==> config.mk <==
export PLATFORM = sky130hd
export DESIGN_NAME = kline_request_frame_builder_core
export DESIGN_NICKNAME = d
export VERILOG_FILES = /design/src/krfb_pkg.sv /design/src/krfb_front.sv /design/src/krfb_job_q.sv /design/src/krfb_back.sv /design/src/kline_request_frame_builder_core.sv
export VERILOG_INCLUDE_DIRS = /design/src /design/src/src
export SDC_FILE = /design/constraint.sdc
export NUM_CORES = 1
export LEC_CHECK = 0
export BUFFER_PORTS_ARGS = -buffer_cell sky130_fd_sc_hd__buf_2
export CAP_MARGIN = 15
export CORE_ASPECT_RATIO = 1.1
export CORE_MARGIN = 2
export CORE_UTILIZATION = 56
export CTS_CLUSTER_SIZE = 8
export DETAILED_ROUTE_END_ITERATION = 10
export PLACE_DENSITY = 0.82
export SETUP_SLACK_MARGIN = 0.3
export SLEW_MARGIN = 30
export SYNTH_ARGS = -nofsm -noshare
export SYNTH_HDL_FRONTEND = slang
export SYNTH_HIERARCHICAL = 1
export SYNTH_SLANG_ARGS = --single-unit
==> constraint.sdc <==
create_clock -name clk -period 5.9 [get_ports clk]
set_input_delay 0.59 -clock clk [delete_from_list [all_inputs] [get_ports clk]]
set_output_delay 0.59 -clock clk [all_outputs]
set_load 0.005 [all_outputs]
==> src/kline_request_frame_builder_core_defines.svh <==
// Assertion macros shared by the frame builder RTL.
// Needs a clock named clk and an active-low reset named rst_n in scope.
`ifndef KLINE_REQUEST_FRAME_BUILDER_CORE_DEFINES_SVH
`define KLINE_REQUEST_FRAME_BUILDER_CORE_DEFINES_SVH

// Property must hold at every clock edge outside reset.
`define KRFB_ASSERT(label, prop, msg) \
  label: assert property (@(posedge clk) disable iff (!rst_n) (prop)) \
    else $error(msg);

// Condition must never be true at a clock edge outside reset.
`define KRFB_ASSERT_NEVER(label, cond, msg) \
  label: assert property (@(posedge clk) disable iff (!rst_n) !(cond)) \
    else $error(msg);

`endif

==> src/krfb_pkg.sv <==
`timescale 1ns / 1ps
// Package for the K-line request frame builder: request codes, register
// indexes, service bytes and the job record passed from front to back end.
package krfb_pkg;

  typedef enum logic [1:0] {
    REQ_DATA           = 2'd0,
    REQ_START_COMM     = 2'd1,
    REQ_TESTER_PRESENT = 2'd2,
    REQ_UNUSED         = 2'd3
  } req_kind_t;

  localparam int unsigned CFG_IDX_W = 3;

  localparam logic [CFG_IDX_W-1:0] CFG_MODE_CH0   = 3'd0;
  localparam logic [CFG_IDX_W-1:0] CFG_TARGET_CH0 = 3'd1;
  localparam logic [CFG_IDX_W-1:0] CFG_SOURCE_CH0 = 3'd2;
  localparam logic [CFG_IDX_W-1:0] CFG_MODE_CH1   = 3'd3;
  localparam logic [CFG_IDX_W-1:0] CFG_TARGET_CH1 = 3'd4;
  localparam logic [CFG_IDX_W-1:0] CFG_SOURCE_CH1 = 3'd5;

  localparam logic [7:0] SVC_START_COMM     = 8'h81;
  localparam logic [7:0] SVC_TESTER_PRESENT = 8'h3E;
  localparam logic [7:0] LONG_LEN_LIMIT     = 8'd64;

  // Most bytes one request can produce (header plus data plus checksum).
  localparam int unsigned JOB_BYTES = 5;

  typedef struct packed {
    logic [JOB_BYTES-1:0][7:0] bytes;       // bytes[0] goes out first
    logic [2:0]                count;       // 1..JOB_BYTES
    logic                      ends_frame;  // last byte is the checksum
  } job_t;

endpackage

==> src/krfb_front.sv <==
`timescale 1ns / 1ps
// Front end: configuration registers, request decode and frame state.
// Accepted requests that make bytes become job records. Depends on krfb_pkg.
module krfb_front (
  input  logic                               clk,
  input  logic                               rst_n,
  input  logic                               cfg_valid,
  output logic                               cfg_ready,
  input  logic [krfb_pkg::CFG_IDX_W-1:0]     cfg_index,
  input  logic [7:0]                         cfg_data,
  input  logic                               in_push,
  input  logic [1:0]                         in_req_type,
  input  logic                               in_channel_sel,
  input  logic [7:0]                         in_payload_byte,
  input  logic [7:0]                         in_frame_length,
  input  logic                               jq_full,
  output logic                               jq_push,
  output krfb_pkg::job_t                     jq_job
);
  import krfb_pkg::*;

  logic [1:0] mode_r [2];
  logic [7:0] tgt_r  [2];
  logic [7:0] src_r  [2];

  logic       in_frame_r, in_frame_nxt;
  logic [7:0] bytes_rem_r, bytes_rem_nxt;
  logic [7:0] sum_r, sum_nxt;

  logic       accept;
  req_kind_t  kind;
  logic [7:0] len_eff;
  logic       is_long;
  logic [1:0] mode_sel;
  logic [7:0] tgt_sel;
  logic [7:0] src_sel;
  logic [7:0] fmt_data;
  logic [7:0] fmt_whole;
  logic [7:0] hdr_sum;
  logic [7:0] data_sum;
  logic [7:0] rem_left;
  logic [7:0] svc;
  logic [7:0] whole_sum;
  job_t       job;

  assign cfg_ready = 1'b1;

  always_ff @(posedge clk) begin
    if (!rst_n) begin
      mode_r[0] <= '0;
      mode_r[1] <= '0;
      tgt_r[0]  <= '0;
      tgt_r[1]  <= '0;
      src_r[0]  <= '0;
      src_r[1]  <= '0;
    end else if (cfg_valid) begin
      case (cfg_index)
        CFG_MODE_CH0:   mode_r[0] <= cfg_data[1:0];
        CFG_TARGET_CH0: tgt_r[0]  <= cfg_data;
        CFG_SOURCE_CH0: src_r[0]  <= cfg_data;
        CFG_MODE_CH1:   mode_r[1] <= cfg_data[1:0];
        CFG_TARGET_CH1: tgt_r[1]  <= cfg_data;
        CFG_SOURCE_CH1: src_r[1]  <= cfg_data;
        default: ;
      endcase
    end
  end

  assign accept    = in_push && !jq_full;
  assign kind      = req_kind_t'(in_req_type);
  assign len_eff   = (in_frame_length == 8'd0) ? 8'd1 : in_frame_length;
  assign is_long   = (len_eff >= LONG_LEN_LIMIT);
  assign mode_sel  = mode_r[in_channel_sel];
  assign tgt_sel   = tgt_r[in_channel_sel];
  assign src_sel   = src_r[in_channel_sel];
  assign fmt_data  = {mode_sel, 6'd0} | (is_long ? 8'd0 : len_eff);
  assign fmt_whole = {mode_sel, 6'd1};
  assign hdr_sum   = fmt_data + tgt_sel + src_sel + (is_long ? len_eff : 8'd0);
  assign data_sum  = (in_frame_r ? sum_r : hdr_sum) + in_payload_byte;
  assign rem_left  = (in_frame_r ? bytes_rem_r : len_eff) - 8'd1;
  assign svc       = (kind == REQ_START_COMM) ? SVC_START_COMM : SVC_TESTER_PRESENT;
  assign whole_sum = fmt_whole + tgt_sel + src_sel + svc;

  always_comb begin
    job           = '0;
    in_frame_nxt  = in_frame_r;
    bytes_rem_nxt = bytes_rem_r;
    sum_nxt       = sum_r;
    case (kind)
      REQ_DATA: begin
        if (!in_frame_r) begin
          job.bytes[0] = fmt_data;
          job.bytes[1] = tgt_sel;
          job.bytes[2] = src_sel;
          if (rem_left == 8'd0) begin
            job.bytes[3]   = in_payload_byte;
            job.bytes[4]   = data_sum;
            job.count      = 3'd5;
            job.ends_frame = 1'b1;
          end else if (is_long) begin
            job.bytes[3] = len_eff;
            job.bytes[4] = in_payload_byte;
            job.count    = 3'd5;
          end else begin
            job.bytes[3] = in_payload_byte;
            job.count    = 3'd4;
          end
        end else if (rem_left == 8'd0) begin
          job.bytes[0]   = in_payload_byte;
          job.bytes[1]   = data_sum;
          job.count      = 3'd2;
          job.ends_frame = 1'b1;
        end else begin
          job.bytes[0] = in_payload_byte;
          job.count    = 3'd1;
        end
        if (rem_left == 8'd0) begin
          in_frame_nxt  = 1'b0;
          bytes_rem_nxt = 8'd0;
          sum_nxt       = 8'd0;
        end else begin
          in_frame_nxt  = 1'b1;
          bytes_rem_nxt = rem_left;
          sum_nxt       = data_sum;
        end
      end
      REQ_START_COMM, REQ_TESTER_PRESENT: begin
        // Whole one-service frames are dropped while a data frame is open.
        if (!in_frame_r) begin
          job.bytes[0]   = fmt_whole;
          job.bytes[1]   = tgt_sel;
          job.bytes[2]   = src_sel;
          job.bytes[3]   = svc;
          job.bytes[4]   = whole_sum;
          job.count      = 3'd5;
          job.ends_frame = 1'b1;
        end
      end
      default: ;
    endcase
  end

  always_ff @(posedge clk) begin
    if (!rst_n) begin
      in_frame_r  <= 1'b0;
      bytes_rem_r <= 8'd0;
      sum_r       <= 8'd0;
    end else if (accept) begin
      in_frame_r  <= in_frame_nxt;
      bytes_rem_r <= bytes_rem_nxt;
      sum_r       <= sum_nxt;
    end
  end

  assign jq_push = accept && (job.count != 3'd0);
  assign jq_job  = job;

  `include "kline_request_frame_builder_core_defines.svh"

  `KRFB_ASSERT(a_open_frame_has_bytes, in_frame_r |-> (bytes_rem_r != 8'd0), "open frame with zero bytes left")
  `KRFB_ASSERT(a_idle_sum_clear, !in_frame_r |-> (sum_r == 8'd0), "checksum not cleared between frames")

endmodule

==> src/krfb_job_q.sv <==
`timescale 1ns / 1ps
// Job queue between front and back end, a small register FIFO.
// Depends on krfb_pkg for the job record.
module krfb_job_q #(
  parameter int unsigned DEPTH = 2
) (
  input  logic           clk,
  input  logic           rst_n,
  input  logic           push,
  input  krfb_pkg::job_t push_job,
  output logic           full,
  input  logic           pop,
  output logic           empty,
  output krfb_pkg::job_t head_job
);
  import krfb_pkg::*;

  localparam int unsigned PTR_W = (DEPTH > 1) ? $clog2(DEPTH) : 1;
  localparam int unsigned CNT_W = $clog2(DEPTH + 1);

  job_t             mem_r [DEPTH];
  logic [PTR_W-1:0] wr_ptr_r, wr_ptr_nxt;
  logic [PTR_W-1:0] rd_ptr_r, rd_ptr_nxt;
  logic [CNT_W-1:0] cnt_r, cnt_nxt;
  logic             do_push;
  logic             do_pop;

  assign full     = (cnt_r == CNT_W'(DEPTH));
  assign empty    = (cnt_r == '0);
  assign do_push  = push && !full;
  assign do_pop   = pop && !empty;
  assign head_job = mem_r[rd_ptr_r];

  always_comb begin
    wr_ptr_nxt = wr_ptr_r;
    rd_ptr_nxt = rd_ptr_r;
    cnt_nxt    = cnt_r;
    if (do_push) begin
      wr_ptr_nxt = (wr_ptr_r == PTR_W'(DEPTH - 1)) ? '0 : wr_ptr_r + 1'b1;
    end
    if (do_pop) begin
      rd_ptr_nxt = (rd_ptr_r == PTR_W'(DEPTH - 1)) ? '0 : rd_ptr_r + 1'b1;
    end
    if (do_push && !do_pop) begin
      cnt_nxt = cnt_r + 1'b1;
    end else if (do_pop && !do_push) begin
      cnt_nxt = cnt_r - 1'b1;
    end
  end

  always_ff @(posedge clk) begin
    if (!rst_n) begin
      wr_ptr_r <= '0;
      rd_ptr_r <= '0;
      cnt_r    <= '0;
    end else begin
      wr_ptr_r <= wr_ptr_nxt;
      rd_ptr_r <= rd_ptr_nxt;
      cnt_r    <= cnt_nxt;
    end
  end

  always_ff @(posedge clk) begin
    if (do_push) begin
      mem_r[wr_ptr_r] <= push_job;
    end
  end

endmodule

==> src/krfb_back.sv <==
`timescale 1ns / 1ps
// Back end: serializes the head job one byte per cycle into a two-entry
// output FIFO for the result ports; stalls while full. Uses krfb_pkg.
module krfb_back (
  input  logic           clk,
  input  logic           rst_n,
  input  logic           jq_empty,
  input  krfb_pkg::job_t jq_head,
  output logic           jq_pop,
  output logic           out_empty,
  input  logic           out_pop,
  output logic [7:0]     out_byte,
  output logic           out_frame_end
);
  import krfb_pkg::*;

  logic [2:0] idx_r, idx_nxt;
  logic       emit;
  logic       last;
  logic [7:0] emit_byte;
  logic       emit_end;

  logic [7:0] oq_byte_r [2];
  logic       oq_end_r  [2];
  logic       oq_wr_r, oq_wr_nxt;
  logic       oq_rd_r, oq_rd_nxt;
  logic [1:0] oq_cnt_r, oq_cnt_nxt;
  logic       oq_full;
  logic       do_out;

  assign oq_full   = (oq_cnt_r == 2'd2);
  assign out_empty = (oq_cnt_r == 2'd0);
  assign do_out    = out_pop && !out_empty;

  assign emit      = !jq_empty && !oq_full;
  assign last      = (idx_r == (jq_head.count - 3'd1));
  assign emit_byte = jq_head.bytes[idx_r];
  assign emit_end  = jq_head.ends_frame && last;
  assign jq_pop    = emit && last;

  always_comb begin
    idx_nxt = idx_r;
    if (emit) begin
      idx_nxt = last ? 3'd0 : idx_r + 3'd1;
    end
  end

  always_comb begin
    oq_wr_nxt  = emit ? ~oq_wr_r : oq_wr_r;
    oq_rd_nxt  = do_out ? ~oq_rd_r : oq_rd_r;
    oq_cnt_nxt = oq_cnt_r;
    if (emit && !do_out) begin
      oq_cnt_nxt = oq_cnt_r + 2'd1;
    end else if (do_out && !emit) begin
      oq_cnt_nxt = oq_cnt_r - 2'd1;
    end
  end

  always_ff @(posedge clk) begin
    if (!rst_n) begin
      idx_r    <= 3'd0;
      oq_wr_r  <= 1'b0;
      oq_rd_r  <= 1'b0;
      oq_cnt_r <= 2'd0;
    end else begin
      idx_r    <= idx_nxt;
      oq_wr_r  <= oq_wr_nxt;
      oq_rd_r  <= oq_rd_nxt;
      oq_cnt_r <= oq_cnt_nxt;
    end
  end

  always_ff @(posedge clk) begin
    if (emit) begin
      oq_byte_r[oq_wr_r] <= emit_byte;
      oq_end_r[oq_wr_r]  <= emit_end;
    end
  end

  assign out_byte      = oq_byte_r[oq_rd_r];
  assign out_frame_end = oq_end_r[oq_rd_r];

  `include "kline_request_frame_builder_core_defines.svh"

  `KRFB_ASSERT(a_oq_no_overflow, oq_cnt_r != 2'd3, "output FIFO count out of range")
  `KRFB_ASSERT(a_idx_in_job, !jq_empty |-> (idx_r < jq_head.count), "byte index past end of job")
  `KRFB_ASSERT(a_idx_holds_job, (idx_r != 3'd0) |-> !jq_empty, "job left the queue mid-serialization")

endmodule

==> src/kline_request_frame_builder_core.sv <==
`timescale 1ns / 1ps
// Top level of the K-line (KWP2000) request frame builder.
// Instantiates krfb_front, krfb_job_q and krfb_back; uses krfb_pkg.
//
//   channel   handshake              payload
//   -------   --------------------   --------------------------------------
//   in        in_push / in_full      in_req_type, in_channel_sel,
//                                    in_payload_byte, in_frame_length
//   out       out_pop / out_empty    out_byte, out_frame_end
//   cfg       cfg_valid / cfg_ready  cfg_index, cfg_data
//
// Flow: a request is taken whenever the job queue has room, so requests may
//   arrive back to back. The back end drives one byte per cycle while the
//   output FIFO has room; a request makes 0 to 5 bytes, and the sustained
//   rate is set by that single serializer.
// Reset: rst_n is synchronous; it clears frame state, queues and registers.
// Stalls: a full output FIFO stalls the serializer, which fills the job
//   queue, which raises in_full. cfg_ready is always high.
module kline_request_frame_builder_core #(
  parameter int unsigned JOB_Q_DEPTH = 2
) (
  input  logic                           clk,
  input  logic                           rst_n,
  // configuration write channel
  input  logic                           cfg_valid,
  output logic                           cfg_ready,
  input  logic [krfb_pkg::CFG_IDX_W-1:0] cfg_index,
  input  logic [7:0]                     cfg_data,
  // request input, queue style
  input  logic                           in_push,
  output logic                           in_full,
  input  logic [1:0]                     in_req_type,
  input  logic                           in_channel_sel,
  input  logic [7:0]                     in_payload_byte,
  input  logic [7:0]                     in_frame_length,
  // frame byte output, queue style
  output logic                           out_empty,
  input  logic                           out_pop,
  output logic [7:0]                     out_byte,
  output logic                           out_frame_end
);
  import krfb_pkg::*;

  // Front end -> job queue
  logic jq_push;
  job_t jq_push_job;
  logic jq_full;

  // Job queue -> back end
  logic jq_pop;
  logic jq_empty;
  job_t jq_head;

  // The front end only ever stalls on a full job queue.
  assign in_full = jq_full;

  krfb_front u_front (
    .clk             (clk),
    .rst_n           (rst_n),
    .cfg_valid       (cfg_valid),
    .cfg_ready       (cfg_ready),
    .cfg_index       (cfg_index),
    .cfg_data        (cfg_data),
    .in_push         (in_push),
    .in_req_type     (in_req_type),
    .in_channel_sel  (in_channel_sel),
    .in_payload_byte (in_payload_byte),
    .in_frame_length (in_frame_length),
    .jq_full         (jq_full),
    .jq_push         (jq_push),
    .jq_job          (jq_push_job)
  );

  // Short decoupling queue: each job carries the full byte list of one
  // transaction, so the back end never looks at front-end state.
  krfb_job_q #(
    .DEPTH (JOB_Q_DEPTH)
  ) u_job_q (
    .clk      (clk),
    .rst_n    (rst_n),
    .push     (jq_push),
    .push_job (jq_push_job),
    .full     (jq_full),
    .pop      (jq_pop),
    .empty    (jq_empty),
    .head_job (jq_head)
  );

  krfb_back u_back (
    .clk           (clk),
    .rst_n         (rst_n),
    .jq_empty      (jq_empty),
    .jq_head       (jq_head),
    .jq_pop        (jq_pop),
    .out_empty     (out_empty),
    .out_pop       (out_pop),
    .out_byte      (out_byte),
    .out_frame_end (out_frame_end)
  );

endmodule

==> results.py <==
metrics = {
    "floorplan": {
        "core_sq_um": 17000,
        "io_pins": 47,
        "die_x_um": 129,
        "die_y_um": 142,
        "dieArea_sq_um": 18300,
        "initial_core_util_pct": 56.8,
        "rows": 50,
    },
    "global_route": {
        "antenna_found_initial": 0,
        "grt_pass1_vias": 6376,
        "grt_max_degree": 46,
        "grt_use_total_pct": 24.1,
        "grt_remaining_overflow": 0,
        "grt_pass1_wl_um": 33400,
    },
    "setup_path": {
        "cp_slowest_cell": "fa_1",
        "start_kind": "input port",
        "critPathArrivalTime_ps": 5380,
        "path_common_cell": "inv_1",
        "max_stage_delay_ps": 410,
        "crit_path_max_fanout": 11,
        "crit_path_cell_trace": "buf_2 -> buf_4 -> mux2i_1 -> inv_1 -> fa_1 -> inv_1 -> fa_1 -> inv_1 -> ha_1 -> inv_1 -> fa_1 -> nor2b_1 -> o31ai_1 -> a21boi_0 -> mux2_2 -> ha_1 -> o21ai_0 -> a21oi_1 -> nand2_1 -> xnor2_2 -> xor2_1 -> a22oi_2 -> o311ai_1",
        "critical_path_class": "input port to flop",
        "worstSetupEndpointType": "flop",
        "worst_ep_required_time_ps": 6120,
    },
    "detailed_routing": {
        "wl_per_cell_um": 19.0,
        "route.detailed.drc": 0,
        "drtIter0Drc": 597,
        "avgViaCountPerCell": 5.78,
        "drtPass1Iterations": 5,
        "antenna_left": 0,
        "dr_total_vias": 6411,
        "wl_um": 21100,
    },
    "clocking": {
        "clockBufferDepth": 2,
        "cts-hold-fix-buffers": 0,
        "cts_sinks": 172,
        "clk_latency_ps": 430,
        "clk_pin_slew_ps": 60,
        "htreeDepth": 4,
        "cts-root-buf": "clkbuf_16",
        "cts_tree": "done",
        "cts_buffers": 17,
    },
    "timing": {
        "post-route-min-period_ps": 5170,
        "rsz0062_at_grt": "false",
        "tns_ps": 0,
        "relSlewSlack_pct": 46.0,
        "finalCritPeriodShare_pct": 87.6,
        "skew_ps": 14.3,
        "worst_pin_slew_ps": 808,
        "final_hold_viol_count": 0,
        "setup_viol": 0,
        "slew_viol_final": 0,
        "max_freq_mhz": 193,
    },
    "synthesis": {
        "synth_cells": 818,
        "netlist_area_sq_um": 9640,
        "ys_warn_count": 6,
        "ys.flop_type": "edfxtp_1",
        "synth.net_count": 911,
        "synth.distinct_cells": 65,
        "async_flop_share_pct": 0,
        "syn_avg_cell_area_sq_um": 11.8,
        "ys_seq_area_share_pct": 50.5,
        "synth_edf_count": 142,
        "synth-seq-cells": 172,
    },
    "finish": {
        "nNetsFinal": 955,
        "drive_above_1_share_pct": 19.8,
        "antenna_cells": 0,
        "final_core_utilization_pct": 63.0,
        "layout_common_cells": "142 x edfxtp_1, 76 x inv_1, 60 x mux2_2",
        "layout_commonest_cell": "edfxtp_1",
        "syn_to_final_growth_pct": 10.8,
        "regArea_sq_um": 4870,
        "multiInputGateArea_sq_um": 4300,
        "num-fill-cells": 1311,
    },
    "place": {
        "io_buffers": 45,
        "dp_hpwl_um": 15300,
        "place_congestion": 0.984,
    },
    "pwr": {
        "cellPowerDensity_nw_per_um2": 364,
        "irDropWorstVdd_uv": 286,
        "power.leakage_uw": 0.00418,
    },
    "hold_path": {
        "hold_class": "flop to flop",
    },
    "status": {
        "status": "complete, no violations",
    },
    "run": {
        "drv_cap": 0,
    },
}
-- worst paths after layout --
| kind | slack [ps] | from | cells after the start | end |
|---|---|---|---|---|
| max | 730 | in_channel_sel | 23 | u_job_q/mem_r[1][43] |
| min | 460 | u_front/sum_r[4] | 2 | u_front/sum_r[4] |
| max reg2reg | 830 | u_front/src_r[1][1] | 21 | u_job_q/mem_r[1][43] |
| min reg2reg | 460 | u_front/sum_r[4] | 2 | u_front/sum_r[4] |
-- routing by layer --
layer	vias up	wire length, um	track usage (%)
met2	261	10400	39.4
met3	40	1300	4.83
met5	-	0	0
met4	0	671	9.78
met1	3091	8760	31.6
li1	3019	-	-
-- Yosys cell counts (all sizes together), types with 10 or more instances --
| library cell | count | area share (%) |
|---|---|---|
| mux2 | 60 | 7.0 |
| nor2 | 46 | 1.8 |
| buf | 20 | 1.4 |
| and2 | 36 | 2.3 |
| dfxtp | 30 | 6.2 |
| ha | 37 | 4.8 |
| o21ai | 49 | 2.5 |
| clkbuf | 17 | 0.68 |
| inv | 78 | 3.0 |
| fa | 21 | 4.4 |
| xnor2 | 15 | 1.4 |
| edfxtp | 142 | 44 |
| nand3 | 10 | 0.52 |
| xor2 | 19 | 1.7 |
| nand2 | 45 | 1.8 |
| mux2i | 27 | 2.8 |
| a21oi | 30 | 1.6 |
| nor3 | 10 | 0.57 |
-- critical path, delay by kind of cell --
| family | cells | cell delay, ps |
|---|---|---|
| AO/OA/AOI/OAI | 6 | 870 |
| AND/OR/NAND/NOR | 2 | 280 |
| XOR/XNOR | 2 | 490 |
| buffers and inverters | 6 | 830 |
| adder cells (fa/ha/maj) | 5 | 1670 |
| multiplexers | 2 | 650 |
-- power breakdown --
group	total, uW	switching (uW)	leakage (uW)	internal, uW
sequential	1530	66.1	0.00158	1460
combinational	1280	725	0.00231	559
clock	1080	465	0.000284	610
-- flip-flops by register name, summed over array words and instances (netlist names), named ones only --
name and flops:
u_front/bytes_rem_r 8, u_job_q/cnt_r 2, u_back/idx_r 3, u_back/oq_byte_r 16
u_back/oq_cnt_r 2, u_front/mode_r 4, u_job_q/mem_r 88, u_back/oq_end_r 2
u_job_q/rd_ptr_r 1, u_front/tgt_r 16, u_front/in_frame_r 1, u_back/oq_rd_r 1
u_back/oq_wr_r 1, u_job_q/wr_ptr_r 1, u_front/src_r 16, u_front/sum_r 8
-- layout make-up --
type	count	area share [%]
Sequential cell	172	45.6
Multi-Input combinational cell	531	40.3
Clock buffer	21	4.31
Timing Repair Buffer	62	3.30
Inverter	78	2.74
Tap cell	234	2.74
Clock inverter	11	1.02
-- metrics by stage --
stage / area [sq um] / setup WS, ps / power (uW) / instances / hold slack (ps)
2_1_floorplan: 9640 / 367 / 2430 / 818 / 428
3_3_place_gp: 10100 / 344 / 2780 / 1077 / 440
3_5_place_dp: 10100 / 185 / 2800 / 1077 / 447
4_1_cts: 10700 / 623 / 3870 / 1109 / 456
5_1_grt: 10700 / 318 / 4090 / 1109 / 481
6_report: 10700 / 732 / 3890 / 1109 / 458
-- kinds of logic after synthesis --
logic type / after synthesis / share of synthesized area, %
and+or+nand+nor: 194 / 10.4
DFF: 172 / 50.5
AOI/OAI and AO/OA: 147 / 9.58
buffers and inverters: 115 / 5.10
muxes: 95 / 11.7
adders and majority gates: 58 / 9.17
xor gates and xnor gates: 36 / 3.57
other: 1 / 0.0389
-- what timing repair did --
| item | 4_1_cts | 5_1_grt |
|---|---|---|
| hold endpoints to repair | 0 | 0 |
| gates resized for setup | 0 | 1 |
| buffers inserted | 0 | 0 |
| setup endpoints to repair | 0 | 2 |
Note: power is estimated with default switching activity, not from simulation.
